<file path="src/rtl/core/srtc_pkg.sv">
package srtc_pkg;

  localparam int unsigned PinW  = 4;
  localparam int unsigned DateW = 32;

  localparam logic [3:0] CmdMagic      = 4'h6;
  localparam logic [7:0] StatusRstVal  = 8'h40;
  localparam logic [DateW-1:0] DateLowRstVal  = 32'h030A_0224;
  localparam logic [DateW-1:0] DateHighRstVal = 32'h0030_0910;

  // byte counts of the data phase per command
  localparam logic [2:0] DateTimeBytes = 3'd7;
  localparam logic [2:0] TimeBytes     = 3'd3;
  localparam logic [2:0] StatusBytes   = 3'd1;

  typedef enum logic [1:0] {
    PHASE_IDLE = 2'd0,
    PHASE_CLK  = 2'd1,
    PHASE_XFER = 2'd2
  } link_phase_e;

  typedef enum logic [2:0] {
    CMD_RESET     = 3'd0,
    CMD_DATETIME  = 3'd2,
    CMD_FORCE_IRQ = 3'd3,
    CMD_STATUS    = 3'd4,
    CMD_TIME      = 3'd6
  } cmd_sel_e;

  typedef enum logic {
    CFG_DATE_LOW  = 1'b0,
    CFG_DATE_HIGH = 1'b1
  } cfg_reg_e;

  typedef struct packed {
    logic [PinW-1:0] pin_levels;
    logic [PinW-1:0] pin_directions;
  } item_t;

  typedef struct packed {
    logic [PinW-1:0] pins_out;
    logic            pins_updated;
  } result_t;

endpackage

</file>
<file path="src/rtl/core/serial_rtc_gpio_interface.sv">
// flow: a transaction accepted into the input register is stepped into the result register
// once the output is free, and its result is then offered on the outputs
// throughput: one transaction per cycle while the output is not stalled; the core state loop sets it
// reset: link idle, shift and command state cleared, status byte 0x40,
// date words at their default values, both pipeline registers empty
module serial_rtc_gpio_interface (
  input  logic                         clk_i,
  input  logic                         rst_ni,
  input  logic                         cfg_we_i,
  input  logic                         cfg_index_i,
  input  logic [srtc_pkg::DateW-1:0]   cfg_data_i,
  input  logic                         in_valid_i,
  output logic                         in_stall_o,
  input  logic [srtc_pkg::PinW-1:0]    pin_levels_i,
  input  logic [srtc_pkg::PinW-1:0]    pin_directions_i,
  output logic                         out_valid_o,
  input  logic                         out_stall_i,
  output logic [srtc_pkg::PinW-1:0]    pins_out_o,
  output logic                         pins_updated_o
);

  logic [srtc_pkg::DateW-1:0] date_low_q;
  logic [srtc_pkg::DateW-1:0] date_high_q;

  logic              in_valid_q;
  srtc_pkg::item_t   item_q;
  logic              out_valid_q;
  srtc_pkg::result_t res_q;
  srtc_pkg::result_t step_res;
  logic              out_free;
  logic              advance;
  srtc_pkg::cfg_reg_e cfg_sel;

  assign out_free   = !out_valid_q || !out_stall_i;
  assign advance    = in_valid_q && out_free;
  assign in_stall_o = in_valid_q && !out_free;
  assign cfg_sel    = srtc_pkg::cfg_reg_e'(cfg_index_i);

  always_ff @(posedge clk_i or negedge rst_ni) begin
    if (!rst_ni) begin
      date_low_q  <= srtc_pkg::DateLowRstVal;
      date_high_q <= srtc_pkg::DateHighRstVal;
    end else if (cfg_we_i) begin
      case (cfg_sel)
        srtc_pkg::CFG_DATE_LOW:  date_low_q  <= cfg_data_i;
        srtc_pkg::CFG_DATE_HIGH: date_high_q <= cfg_data_i;
        default: ;
      endcase
    end
  end

  always_ff @(posedge clk_i or negedge rst_ni) begin
    if (!rst_ni) begin
      in_valid_q  <= 1'b0;
      out_valid_q <= 1'b0;
    end else begin
      if (in_valid_i && !in_stall_o) begin
        in_valid_q <= 1'b1;
      end else if (advance) begin
        in_valid_q <= 1'b0;
      end
      if (advance) begin
        out_valid_q <= 1'b1;
      end else if (!out_stall_i) begin
        out_valid_q <= 1'b0;
      end
    end
  end

  always_ff @(posedge clk_i) begin
    if (in_valid_i && !in_stall_o) begin
      item_q.pin_levels     <= pin_levels_i;
      item_q.pin_directions <= pin_directions_i;
    end
    if (advance) res_q <= step_res;
  end

  srtc_core u_core (
    .clk_i       (clk_i),
    .rst_ni      (rst_ni),
    .en_i        (advance),
    .item_i      (item_q),
    .date_low_i  (date_low_q),
    .date_high_i (date_high_q),
    .result_o    (step_res)
  );

  assign out_valid_o    = out_valid_q;
  assign pins_out_o     = res_q.pins_out;
  assign pins_updated_o = res_q.pins_updated;

endmodule

</file>
<file path="src/rtl/core/srtc_core.sv">
module srtc_core (
  input  logic                             clk_i,
  input  logic                             rst_ni,
  input  logic                             en_i,
  input  srtc_pkg::item_t                  item_i,
  input  logic [srtc_pkg::DateW-1:0]       date_low_i,
  input  logic [srtc_pkg::DateW-1:0]       date_high_i,
  output srtc_pkg::result_t                result_o
);

  srtc_pkg::link_phase_e phase_q, phase_d;
  logic [7:0] shift_q, shift_d;
  logic [2:0] bit_q, bit_d;
  logic [7:0] cmd_q, cmd_d;
  logic       active_q, active_d;
  logic [2:0] rem_q, rem_d;
  logic [7:0] status_q, status_d;

  logic [2*srtc_pkg::DateW-1:0] date_all;
  logic [2:0]                   date_idx;
  logic [7:0]                   out_byte;
  logic                         out_bit;
  srtc_pkg::cmd_sel_e           cur_sel;
  srtc_pkg::cmd_sel_e           new_sel;

  assign date_all = {date_high_i, date_low_i};
  assign date_idx = 3'd7 - rem_q;
  assign cur_sel  = srtc_pkg::cmd_sel_e'(cmd_q[6:4]);
  assign new_sel  = srtc_pkg::cmd_sel_e'(shift_q[6:4]);

  // bit the device sends on a read
  always_comb begin
    out_byte = 8'h00;
    case (cur_sel)
      srtc_pkg::CMD_DATETIME, srtc_pkg::CMD_TIME: out_byte = date_all[{date_idx, 3'b000} +: 8];
      srtc_pkg::CMD_STATUS: out_byte = status_q;
      default: out_byte = 8'h00;
    endcase
    out_bit = active_q & out_byte[bit_q];
  end

  always_comb begin
    logic [3:0] pins;
    logic [3:0] dirs;
    logic [3:0] drv;
    logic [2:0] rem_dec;
    logic [2:0] rem_new;
    pins     = item_i.pin_levels;
    dirs     = item_i.pin_directions;
    drv      = {1'b0, 1'b1, out_bit, 1'b1};
    rem_dec  = (rem_q != 3'd0) ? rem_q - 3'd1 : 3'd0;
    rem_new  = 3'd0;
    phase_d  = phase_q;
    shift_d  = shift_q;
    bit_d    = bit_q;
    cmd_d    = cmd_q;
    active_d = active_q;
    rem_d    = rem_q;
    status_d = status_q;
    result_o.pins_out     = pins;
    result_o.pins_updated = 1'b0;

    case (phase_q)
      srtc_pkg::PHASE_IDLE: begin
        if ({pins[2], pins[0]} == 2'b01) phase_d = srtc_pkg::PHASE_CLK;
      end
      srtc_pkg::PHASE_CLK: begin
        if ({pins[2], pins[0]} == 2'b11) begin
          phase_d = srtc_pkg::PHASE_XFER;
        end else if ({pins[2], pins[0]} != 2'b01) begin
          phase_d = srtc_pkg::PHASE_IDLE;
        end
      end
      srtc_pkg::PHASE_XFER: begin
        if (!pins[0]) begin
          shift_d[bit_q] = pins[1];
        end else if (pins[2]) begin
          bit_d = bit_q + 3'd1;
          if (cmd_q[7]) begin
            result_o.pins_out     = (pins & dirs) | (drv & ~dirs);
            result_o.pins_updated = 1'b1;
            if (bit_q == 3'd7) begin
              rem_d = rem_dec;
              if (rem_dec == 3'd0) begin
                active_d = 1'b0;
                cmd_d    = 8'h00;
              end
            end
          end else if (bit_q == 3'd7) begin
            shift_d = 8'h00;
            bit_d   = 3'd0;
            if (!active_q) begin
              if (shift_q[3:0] == srtc_pkg::CmdMagic) begin
                case (new_sel)
                  srtc_pkg::CMD_RESET: begin
                    status_d = 8'h00;
                    rem_new  = 3'd0;
                  end
                  srtc_pkg::CMD_DATETIME: rem_new = srtc_pkg::DateTimeBytes;
                  srtc_pkg::CMD_STATUS:   rem_new = srtc_pkg::StatusBytes;
                  srtc_pkg::CMD_TIME:     rem_new = srtc_pkg::TimeBytes;
                  default:                rem_new = 3'd0;
                endcase
                if (rem_new == 3'd0) begin
                  active_d = 1'b0;
                  cmd_d    = 8'h00;
                  rem_d    = 3'd0;
                end else begin
                  active_d = 1'b1;
                  cmd_d    = shift_q;
                  rem_d    = rem_new;
                end
              end
            end else begin
              if (cur_sel == srtc_pkg::CMD_STATUS) status_d = shift_q;
              rem_d = rem_dec;
              if (rem_dec == 3'd0) begin
                active_d = 1'b0;
                cmd_d    = 8'h00;
              end
            end
          end
        end else begin
          // select dropped with clock high: abort, keep status
          shift_d  = 8'h00;
          bit_d    = 3'd0;
          cmd_d    = 8'h00;
          active_d = 1'b0;
          rem_d    = 3'd0;
          phase_d  = srtc_pkg::PHASE_CLK;
          result_o.pins_out     = (pins & dirs) | (4'b0001 & ~dirs);
          result_o.pins_updated = 1'b1;
        end
      end
      default: phase_d = srtc_pkg::PHASE_IDLE;
    endcase
  end

  always_ff @(posedge clk_i or negedge rst_ni) begin
    if (!rst_ni) begin
      phase_q  <= srtc_pkg::PHASE_IDLE;
      shift_q  <= 8'h00;
      bit_q    <= 3'd0;
      cmd_q    <= 8'h00;
      active_q <= 1'b0;
      rem_q    <= 3'd0;
      status_q <= srtc_pkg::StatusRstVal;
    end else if (en_i) begin
      phase_q  <= phase_d;
      shift_q  <= shift_d;
      bit_q    <= bit_d;
      cmd_q    <= cmd_d;
      active_q <= active_d;
      rem_q    <= rem_d;
      status_q <= status_d;
    end
  end

  a_active_has_bytes: assert property (@(posedge clk_i) disable iff (!rst_ni)
    active_q |-> rem_q != 3'd0)
    else $error("active command with no bytes left");

  a_idle_cmd_clear: assert property (@(posedge clk_i) disable iff (!rst_ni)
    !active_q |-> (cmd_q == 8'h00 && rem_q == 3'd0))
    else $error("stale command state without active command");

  a_link_clear: assert property (@(posedge clk_i) disable iff (!rst_ni)
    phase_q != srtc_pkg::PHASE_XFER |-> (bit_q == 3'd0 && shift_q == 8'h00 && !active_q))
    else $error("shift state not clear outside transfer");

  a_update_in_xfer: assert property (@(posedge clk_i) disable iff (!rst_ni)
    (en_i && result_o.pins_updated) |-> phase_q == srtc_pkg::PHASE_XFER)
    else $error("pins rewritten outside transfer");

endmodule

</file>
<file path="config.mk">
export PLATFORM = sky130hd
export DESIGN_NAME = serial_rtc_gpio_interface
export DESIGN_NICKNAME = d
export VERILOG_FILES = /design/src/rtl/core/srtc_pkg.sv /design/src/rtl/core/serial_rtc_gpio_interface.sv /design/src/rtl/core/srtc_core.sv
export SDC_FILE = /design/constraint.sdc
export NUM_CORES = 1
export LEC_CHECK = 0
export ABC_CLOCK_PERIOD_IN_PS = 2150
export BUFFER_PORTS_ARGS = -buffer_cell sky130_fd_sc_hd__buf_2
export CORE_MARGIN = 2
export CORE_UTILIZATION = 50
export CTS_CLUSTER_DIAMETER = 60
export DETAILED_ROUTE_END_ITERATION = 8
export PLACE_DENSITY = 0.71
export SKIP_LAST_GASP = 1
export SYNTH_ARGS = -nofsm -noshare
export SYNTH_HDL_FRONTEND = slang
export SYNTH_SLANG_ARGS = --single-unit
</file>
<file path="constraint.sdc">
create_clock -name clk_i -period 2.15 [get_ports clk_i]
set_input_delay 0.215 -clock clk_i [delete_from_list [all_inputs] [get_ports clk_i]]
set_output_delay 0.215 -clock clk_i [all_outputs]
set_load 0.01 [all_outputs]
</file>
==> results.json, run 1 <==
{
  "critPathRequiredTime_ns": 2.37,
  "drc_errors": 0,
  "cp.arrival_ns": 2.19,
  "synth_area_leader_cell": "dfrtp_1",
  "finalCritPeriodShare_pct": 91.7,
  "maxCapViolations": 0,
  "finalMaxSlewViolations": 0,
  "syn_inst": 434,
  "hold_viol_final": 0,
  "synth.avg_cell_area_um2": 11.8,
  "rows": 36,
  "synth-main-ff-cell": "dfrtp_1",
  "die_h_um": 105,
  "hold_path.class": "primary input to register",
  "grt_pass1_vias": 3553,
  "cts_sinks": 106,
  "first_pass_iters": 4,
  "ys_seq_area_share_pct": 53.1,
  "p_leak_nw": 2.46,
  "dp_hpwl_mm": 7.29,
  "numCtsBuffers": 9,
  "setup_viol": 0,
  "cts_tree": "done",
  "ff2ff_path_depth": 7,
  "cts_resized": 0,
  "die_area_mm2": 0.0111,
  "worstSkewPairLatency_ns": 0.37,
  "wl_per_cell_um": 15.9,
  "rsz0062_at_grt": "false",
  "whs_endpoint": "item_q[4]",
  "first_iter_violations": 179,
  "core_area_mm2": 0.00986,
  "crit_fanout": 16,
  "grt_overflow": 0,
  "critPathKind": "register to register",
  "groute.usage.overall_pct": 19.5,
  "place_congestion": 0.808,
  "async_flop_share_pct": 89.6,
  "worst_pin_slew_ns": 0.673,
  "root_buffer": "clkbuf_8",
  "synth_edf_count": 11,
  "start_util_pct": 52.0,
  "grt_pass1_wl_mm": 17.4,
  "synth.top_cell.area_share_pct": 40.0,
  "reg2reg_from": "u_core.rem_q[1]",
  "num_vias": 3493,
  "timing.final.crit_period_ns": 1.97,
  "drive_above_1_share_pct": 35.8,
  "cp-start-kind": "register",
  "whs_ns": 0.0141,
  "min_from": "pin_levels_i[0]",
  "die_w_um": 105,
  "setup.worst_path.start": "u_core.rem_q[1]",
  "fin_cells": 633,
  "status": "completed",
  "relSlewSlack_pct": 55.2,
  "area_growth_pct": 13.4,
  "reg2reg_to": "pins_out_o[1]",
  "synth.area.top_cells": "dfrtp_1 (40%), mux2_2 (13%), dfstp_2 (6.7%)",
  "tns_ns": 0,
  "worst_slack_ns": 0.178,
  "ys_seq_elements": 106,
  "cts_setup_buffers": 0,
  "diodes": 0,
  "reg2reg_setup_slack_ns": 0.18,
  "synthTopCellsByCount": "dfrtp_1 (82), mux2_2 (61), nand2_1 (48), mux2i_1 (33)",
  "yosysMostFrequentCell": "dfrtp_1",
  "cts_buffer_depth": 2,
  "vias_per_cell": 5.52,
  "syn-cell-area_mm2": 0.00513,
  "io_pins": 53,
  "htree_levels": 3,
  "worstSetupEndpointType": "register",
  "drt_wl_total_mm": 10.1,
  "timing.fmax_ghz": 0.507,
  "clkSlewWorstSetupHoldPaths_ns": 0.10,
  "vdd_drop_max_mv": 0.463,
  "port_buffers": 50,
  "post-place-ws_ns": 0.246,
  "power_density_mw_per_mm2": 971,
  "cts_hold_buf": 1,
  "yosysWarnings": 0,
  "dpl.cell_count": 616,
  "drtAntennaViolNets": 0,
  "grt_antenna_before_repair": 0,
  "p_total_w": 0.00564,
  "finalClockSkew_ns": 0.0104,
  "holdPathStages": 1,
  "syn-num-nets": 484,
  "synth_cell_types": 51,
  "fin_nets": 545,
  "grt_max_degree": 52
}
==> final cells by class <==
type / instances / area (um2)
clock buffer: 9 / 124
fill: 811 / 4050
multi-input combinational: 294 / 2260
inverter: 10 / 37.5
clock inverter: 7 / 58.8
tap: 133 / 166
timing repair buffer: 74 / 448
sequential: 106 / 2720
==> placed cells by master, fill, tap and decap left out, types with 2 or more instances in the layout <==
| master | instances |
|---|---|
| mux2i_1 | 33 |
| nor2_1 | 6 |
| dfrtp_1 | 82 |
| buf_2 | 49 |
| inv_8 | 2 |
| a32oi_1 | 3 |
| mux4_2 | 2 |
| ha_1 | 4 |
| clkbuf_8 | 9 |
| buf_4 | 23 |
| o21ai_1 | 7 |
| nand3_1 | 17 |
| a22o_1 | 4 |
| nand3b_1 | 3 |
| nand2b_1 | 4 |
| inv_1 | 10 |
| mux2_1 | 4 |
| nand4_1 | 2 |
| nor2b_1 | 7 |
| mux2_2 | 61 |
| o21ai_2 | 4 |
| nand2_1 | 48 |
| edfxtp_1 | 11 |
| nor3_1 | 8 |
| dfstp_2 | 13 |
| nor3b_1 | 2 |
| and2_1 | 2 |
| o21ai_0 | 20 |
| nor4_1 | 3 |
| inv_6 | 3 |
| a21oi_1 | 20 |
| a22oi_1 | 8 |
| clkinv_2 | 2 |
| o211ai_1 | 2 |
==> worst max-delay path, cell delays in order, from the launching register on <==
cell and delay [ns]:
dfrtp_1 0.46, buf_4 0.32, mux2i_1 0.14, a22oi_1 0.22, nand3_1 0.14, a32oi_1 0.22
o22ai_1 0.16, a21oi_1 0.16
==> flip-flops by register name, indices dropped and copies added, names as in the netlist <==
register / flops
u_core.cmd_q: 4
u_core.shift_q: 8
pins_updated_o: 1
u_core.rem_q: 3
date_high_q: 32
u_core.active_q: 1
out_valid_o: 1
u_core.phase_q: 2
date_low_q: 32
u_core.status_q: 8
in_valid_q: 1
u_core.bit_q: 3
pins_out_o: 4
item_q: 6
==> metal layers <==
layer	routed length (um)	GRT usage, %	vias up
met4	170	6.29	0
met1	4750	27.3	1712
li1	-	-	1691
met2	4800	31.6	76
met3	352	2.60	14
met5	0	0	-
==> worst max path at each step <==
stage                      endpoint  slack, ns  cells past startpoint
global placement      pins_out_o[1]       0.26                      7
global route          pins_out_o[1]       0.06                      7
detailed placement    pins_out_o[1]       0.25                      7
floorplan           u_core.active_q       0.04                      9
finish                pins_out_o[1]       0.18                      7
CTS                   pins_out_o[1]       0.18                      7
==> metrics by stage <==
step	area (um2)	util [%]
global route	5820	59.0
floorplan	5130	-
detailed placement	5620	57.0
finish	5820	59.0
global placement	5620	57.0
CTS	5820	59.0
==> power breakdown <==
| group | total, W | switching (W) | internal [W] |
|---|---|---|---|
| clock network | 0.00117 | 0.000727 | 0.000447 |
| registers | 0.00264 | 0.000263 | 0.00238 |
| logic | 0.00183 | 0.000967 | 0.000862 |
==> cell families (layout without fill, tap and decap cells) <==
group / after synthesis / after routing / share of synthesized area [%]
AO/OA/AOI/OAI: 77 / 77 / 9.54
adder cells (fa/ha/maj): 4 / 4 / 0.976
buffers and inverters: 34 / 100 / 2.98
flip-flops: 106 / 106 / 53.1
multiplexers: 100 / 100 / 21.6
AND/OR/NAND/NOR: 113 / 113 / 11.8
No activity file was read; power rests on OpenSTA's default activity.
==> run 2, diff against run 1 <==
MAX_ROUTING_LAYER = met4   (was not set)
==> run 2 against run 1 <==
  * Core utilization unchanged
  * Sequential power about the same
  * Die area unchanged
  * Final cell count unchanged
  * Register-to-register slack about the same
  * Critical path type unchanged
==> results.json, run 2 (synthesized netlist as in run 1, its figures left out) <==
{
  "status": "completed",
  "cts_tree": "done",
  "post-place-ws_ns": 0.246,
  "layout_common_cells": "dfrtp_1 (82), mux2_2 (61), buf_2 (49)",
  "cts_sinks": 106,
  "core_area_mm2": 0.00986,
  "hold_path.class": "primary input to register",
  "area_growth_pct": 13.4,
  "drtAntennaViolNets": 0,
  "holdPathStages": 1,
  "grt_pass1_vias": 3552,
  "vias_per_cell": 5.56,
  "cp.arrival_ns": 2.20,
  "wl_met1_mm": 4.75,
  "critPathRequiredTime_ns": 2.37,
  "drive_above_1_share_pct": 35.8,
  "grt_antenna_before_repair": 0,
  "critPathKind": "register to register",
  "setup_viol": 0,
  "dp_hpwl_mm": 7.29,
  "worstSkewPairLatency_ns": 0.37,
  "io_pins": 53,
  "die_area_mm2": 0.0111,
  "rows": 36,
  "tns_ns": 0,
  "port_buffers": 50,
  "first_pass_iters": 4,
  "relSlewSlack_pct": 55.8,
  "numCtsBuffers": 9,
  "met2_length_mm": 4.82,
  "final_common_cell": "dfrtp_1",
  "grt_max_degree": 52,
  "num_vias": 3517,
  "p_leak_nw": 2.46,
  "first_iter_violations": 144,
  "die_h_um": 105,
  "vdd_drop_max_mv": 0.465,
  "clkSlewWorstSetupHoldPaths_ns": 0.10,
  "htree_levels": 3,
  "ff2ff_path_depth": 7,
  "drt_wl_total_mm": 10.1,
  "hold_viol_final": 0,
  "worstSetupEndpointType": "register",
  "fin_nets": 545,
  "cp-start-kind": "register",
  "place_congestion": 0.820,
  "power_density_mw_per_mm2": 971,
  "start_util_pct": 52.0,
  "top_regs": "date_high_q x32, date_low_q x32",
  "finalMaxSlewViolations": 0,
  "timing.final.crit_period_ns": 1.98,
  "drc_errors": 0,
  "finalCritPeriodShare_pct": 92.1,
  "reg2reg_setup_slack_ns": 0.17,
  "worst_pin_slew_ns": 0.663,
  "finalClockSkew_ns": 0.0100,
  "maxCapViolations": 0,
  "wl_met3_um": 325,
  "root_buffer": "clkbuf_8",
  "grt_overflow": 0,
  "wl_per_cell_um": 15.9,
  "cts_buffer_depth": 2,
  "grt_pass1_wl_mm": 17.4,
  "rsz0062_at_grt": "false",
  "num-fill-cells": 811,
  "diodes": 0,
  "worst_slack_ns": 0.170,
  "groute.usage.overall_pct": 20.1,
  "timing.fmax_ghz": 0.505,
  "die_w_um": 105,
  "crit_fanout": 16,
  "highest_layer": "met4"
}
[run 2: cell counts in the layout (fill, tap and decap cells not counted)]
Identical to the previous run, type by type.
[run 2: path summary, 6_finish.rpt]
path	startpoint	to
min	pin_levels_i[0]	item_q[4]
max in group asynchronous	rst_ni	date_low_q[19]
min in group asynchronous	rst_ni	date_low_q[7]
max reg2reg	u_core.rem_q[1]	pins_out_o[1]
min reg2reg	u_core.status_q[6]	u_core.status_q[6]
max	u_core.rem_q[1]	pins_out_o[1]
[run 2: final cells by class]
cell class / count / area, um2 / share of cell area [%]
clock buffers: 9 / 124 / 2.13
clock inverters: 7 / 58.8 / 1.01
inverters: 10 / 37.5 / 0.645
multi-input cells: 294 / 2260 / 38.8
flip-flops and latches: 106 / 2720 / 46.8
well taps: 133 / 166 / 2.86
repair buffers: 74 / 448 / 7.70
[run 2: stage by stage]
stage	power, W	util [%]	hold slack [ns]	instances	cell area (um2)
final	0.00565	59.0	0.0138	633	5820
after CTS	0.00568	59.0	0.00616	633	5820
after detailed placement	0.00451	57.0	0.292	616	5620
after global placement	0.00444	57.0	0.292	616	5620
after floorplan	0.00395	-	-0.0806	434	5130
after global routing	0.00599	59.0	0.00457	633	5820
[run 2: layer usage]
layer | vias up | global-route usage, %
li1 | 1693 | -
met3 | 14 | 2.41
met4 | 0 | 6.29
met2 | 81 | 31.5
met1 | 1729 | 27.5
met5 | - | -
[run 2: worst max-delay path, cell delays in order (launching register included)]
cell and delay, ns:
dfrtp_1 0.46, buf_4 0.33, mux2i_1 0.14, a22oi_1 0.22, nand3_1 0.14, a32oi_1 0.22
o22ai_1 0.16, a21oi_1 0.16
[run 2: repair_timing]
item                                    CTS  global route
hold buffers                              1             0
hold endpoints to repair                 45             0
endpoints found under the setup margin    0             0
buffers inserted                          0             0
resized for setup                         0             0
[run 2: where the power goes]
group / internal [W] / total (W) / switching [W]
sequential: 0.00238 / 0.00264 / 0.000263
combinational: 0.000862 / 0.00183 / 0.000969
clock: 0.000447 / 0.00118 / 0.000729
total: 0.00369 / 0.00565 / 0.00196
==> run 3, diff against run 2 <==
ABC_CLOCK_PERIOD_IN_PS = 2600   (was 2150)
CAP_MARGIN = 25   (was not set)
PLACE_DENSITY = 0.68   (was 0.71)
clock period = 2.6 ns   (was 2.15 ns; I/O delays follow)
==> run 3 against run 2 <==
  * Register-to-register slack improved by 0.24 ns
  * Final cell count fell by 1.6%
  * Maximum frequency fell by 9.8%
  * Combinational power fell by 20%
  * Highest routed layer unchanged
  * Largest power group unchanged
  * Clock power fell by 15%
  * Clock-buffer cell count rose by 3
  * Sequential power fell by 16%
  * Sequential cell count did not move
==> results.json, run 3 (synthesized netlist as in run 1, its figures left out) <==
{
  "root_buffer": "clkbuf_8",
  "cp-start-kind": "register",
  "timing.fmax_ghz": 0.456,
  "cts_resized": 0,
  "drc_errors": 0,
  "relSlewSlack_pct": 56.8,
  "die_area_mm2": 0.0111,
  "die_w_um": 105,
  "cp.arrival_ns": 2.46,
  "cts_tree": "done",
  "final_common_cell": "dfrtp_1",
  "grt_max_degree": 56,
  "num_vias": 3495,
  "fin_cells": 623,
  "top_regs": "date_high_q x32, date_low_q x32",
  "clkSlewWorstSetupHoldPaths_ns": 0.10,
  "cts_buffer_depth": 2,
  "finalCritPeriodShare_pct": 84.4,
  "fin_nets": 535,
  "power_density_mw_per_mm2": 813,
  "grt_antenna_before_repair": 0,
  "io_pins": 53,
  "critPathRequiredTime_ns": 2.86,
  "hold_path.class": "primary input to register",
  "crit_fanout": 6,
  "place_congestion": 0.886,
  "area_growth_pct": 12.0,
  "numCtsBuffers": 9,
  "grt_use_met1_pct": 27.8,
  "critPathKind": "register to register",
  "status": "completed",
  "worstSkewPairLatency_ns": 0.37,
  "first_pass_iters": 4,
  "drtAntennaViolNets": 0,
  "core_area_mm2": 0.00986,
  "htree_levels": 3,
  "drt_wl_total_mm": 10.2,
  "first_iter_violations": 121,
  "vdd_drop_max_mv": 0.377,
  "dp_hpwl_mm": 7.18,
  "top_usage_layer": "met2",
  "dpl.cell_count": 606,
  "finalClockSkew_ns": 0.00918,
  "timing.final.crit_period_ns": 2.19,
  "port_buffers": 50,
  "worstSetupEndpointType": "register",
  "start_util_pct": 52.0,
  "grt_overflow": 0,
  "num-fill-cells": 828,
  "grt_pass1_vias": 3676,
  "hold_viol_final": 0,
  "grt_pass1_wl_mm": 17.8,
  "worst_pin_slew_ns": 0.644,
  "maxCapViolations": 0,
  "p_total_w": 0.00467,
  "wl_per_cell_um": 16.3,
  "diodes": 0,
  "tns_ns": 0,
  "met2_usage_pct": 31.5,
  "p_leak_nw": 2.41,
  "drive_above_1_share_pct": 33.7,
  "layout_common_cells": "dfrtp_1 (82), mux2_2 (61), buf_2 (49)",
  "setup_viol": 0,
  "finalMaxSlewViolations": 0,
  "die_h_um": 105,
  "groute.usage.overall_pct": 20.9,
  "rows": 36,
  "cts_sinks": 106,
  "rsz0062_at_grt": "false",
  "reg2reg_setup_slack_ns": 0.41,
  "grt.met3_usage_pct": 4.64,
  "vias_per_cell": 5.61
}
run 3: cell count changes in the layout (fill, tap and decap cells not counted), sizes merged:
| cell | previous run | this run |
|---|---|---|
| buf | 73 | 63 |
| inv | 15 | 10 |
| clkbuf | 9 | 12 |
| bufinv | 0 | 1 |
| clkinv | 2 | 3 |
run 3: critical path, stage by stage, from the launching register on:
cell      delay, ns
dfrtp_1        0.41
nor2_1         0.34
ha_1           0.24
o21ai_0        0.10
a211oi_2       0.39
o21ai_1        0.14
a21o_1         0.19
a211o_1        0.28
run 3: cell type report:
| type | instances | area [um2] | share of cell area, % |
|---|---|---|---|
| tap | 133 | 166 | 2.90 |
| inverter | 10 | 37.5 | 0.654 |
| clock inverter | 4 | 52.6 | 0.915 |
| clock buffer | 12 | 135 | 2.35 |
| timing repair buffer | 64 | 373 | 6.49 |
| sequential | 106 | 2720 | 47.4 |
| multi-input combinational | 294 | 2250 | 39.3 |
run 3: routing by layer:
layer / up-vias / wire length, um
met4: 0 / 188
met2: 92 / 4850
met5: - / 0
met3: 18 / 394
li1: 1670 / -
met1: 1715 / 4750
run 3: repair_timing:
action | CTS | global route
setup buffers | 0 | 0
endpoints found under the setup margin | 0 | 0
hold buffers | 1 | 0
hold endpoints to repair | 33 | 0
run 3: path summary, 6_finish.rpt:
path                                     from            endpoint  depth (start not counted)
hold reg to reg            u_core.status_q[6]  u_core.status_q[6]                          2
max in group asynchronous              rst_ni     date_high_q[11]                          3
setup reg to reg              u_core.rem_q[1]     u_core.active_q                          7
hold / removal                pin_levels_i[0]           item_q[4]                          1
min in group asynchronous              rst_ni     date_high_q[25]                          2
setup / recovery              u_core.rem_q[1]     u_core.active_q                          7
run 3: power by group:
group | switching (W) | internal [W] | total [W]
clock network | 0.000554 | 0.000449 | 0.00100
logic | 0.000791 | 0.000671 | 0.00146
registers | 0.000240 | 0.00197 | 0.00221
run 3: through the flow:
step | instance area (um2) | hold WS, ns | utilization (%) | worst slack [ns]
after detailed placement | 5550 | 0.285 | 56.2 | 0.461
final | 5740 | 0.0583 | 58.2 | 0.406
after global routing | 5740 | 0.0337 | 58.2 | 0.259
after floorplan | 5130 | -0.0356 | - | 0.396
after global placement | 5550 | 0.280 | 56.2 | 0.534
after CTS | 5740 | 0.0320 | 58.2 | 0.432
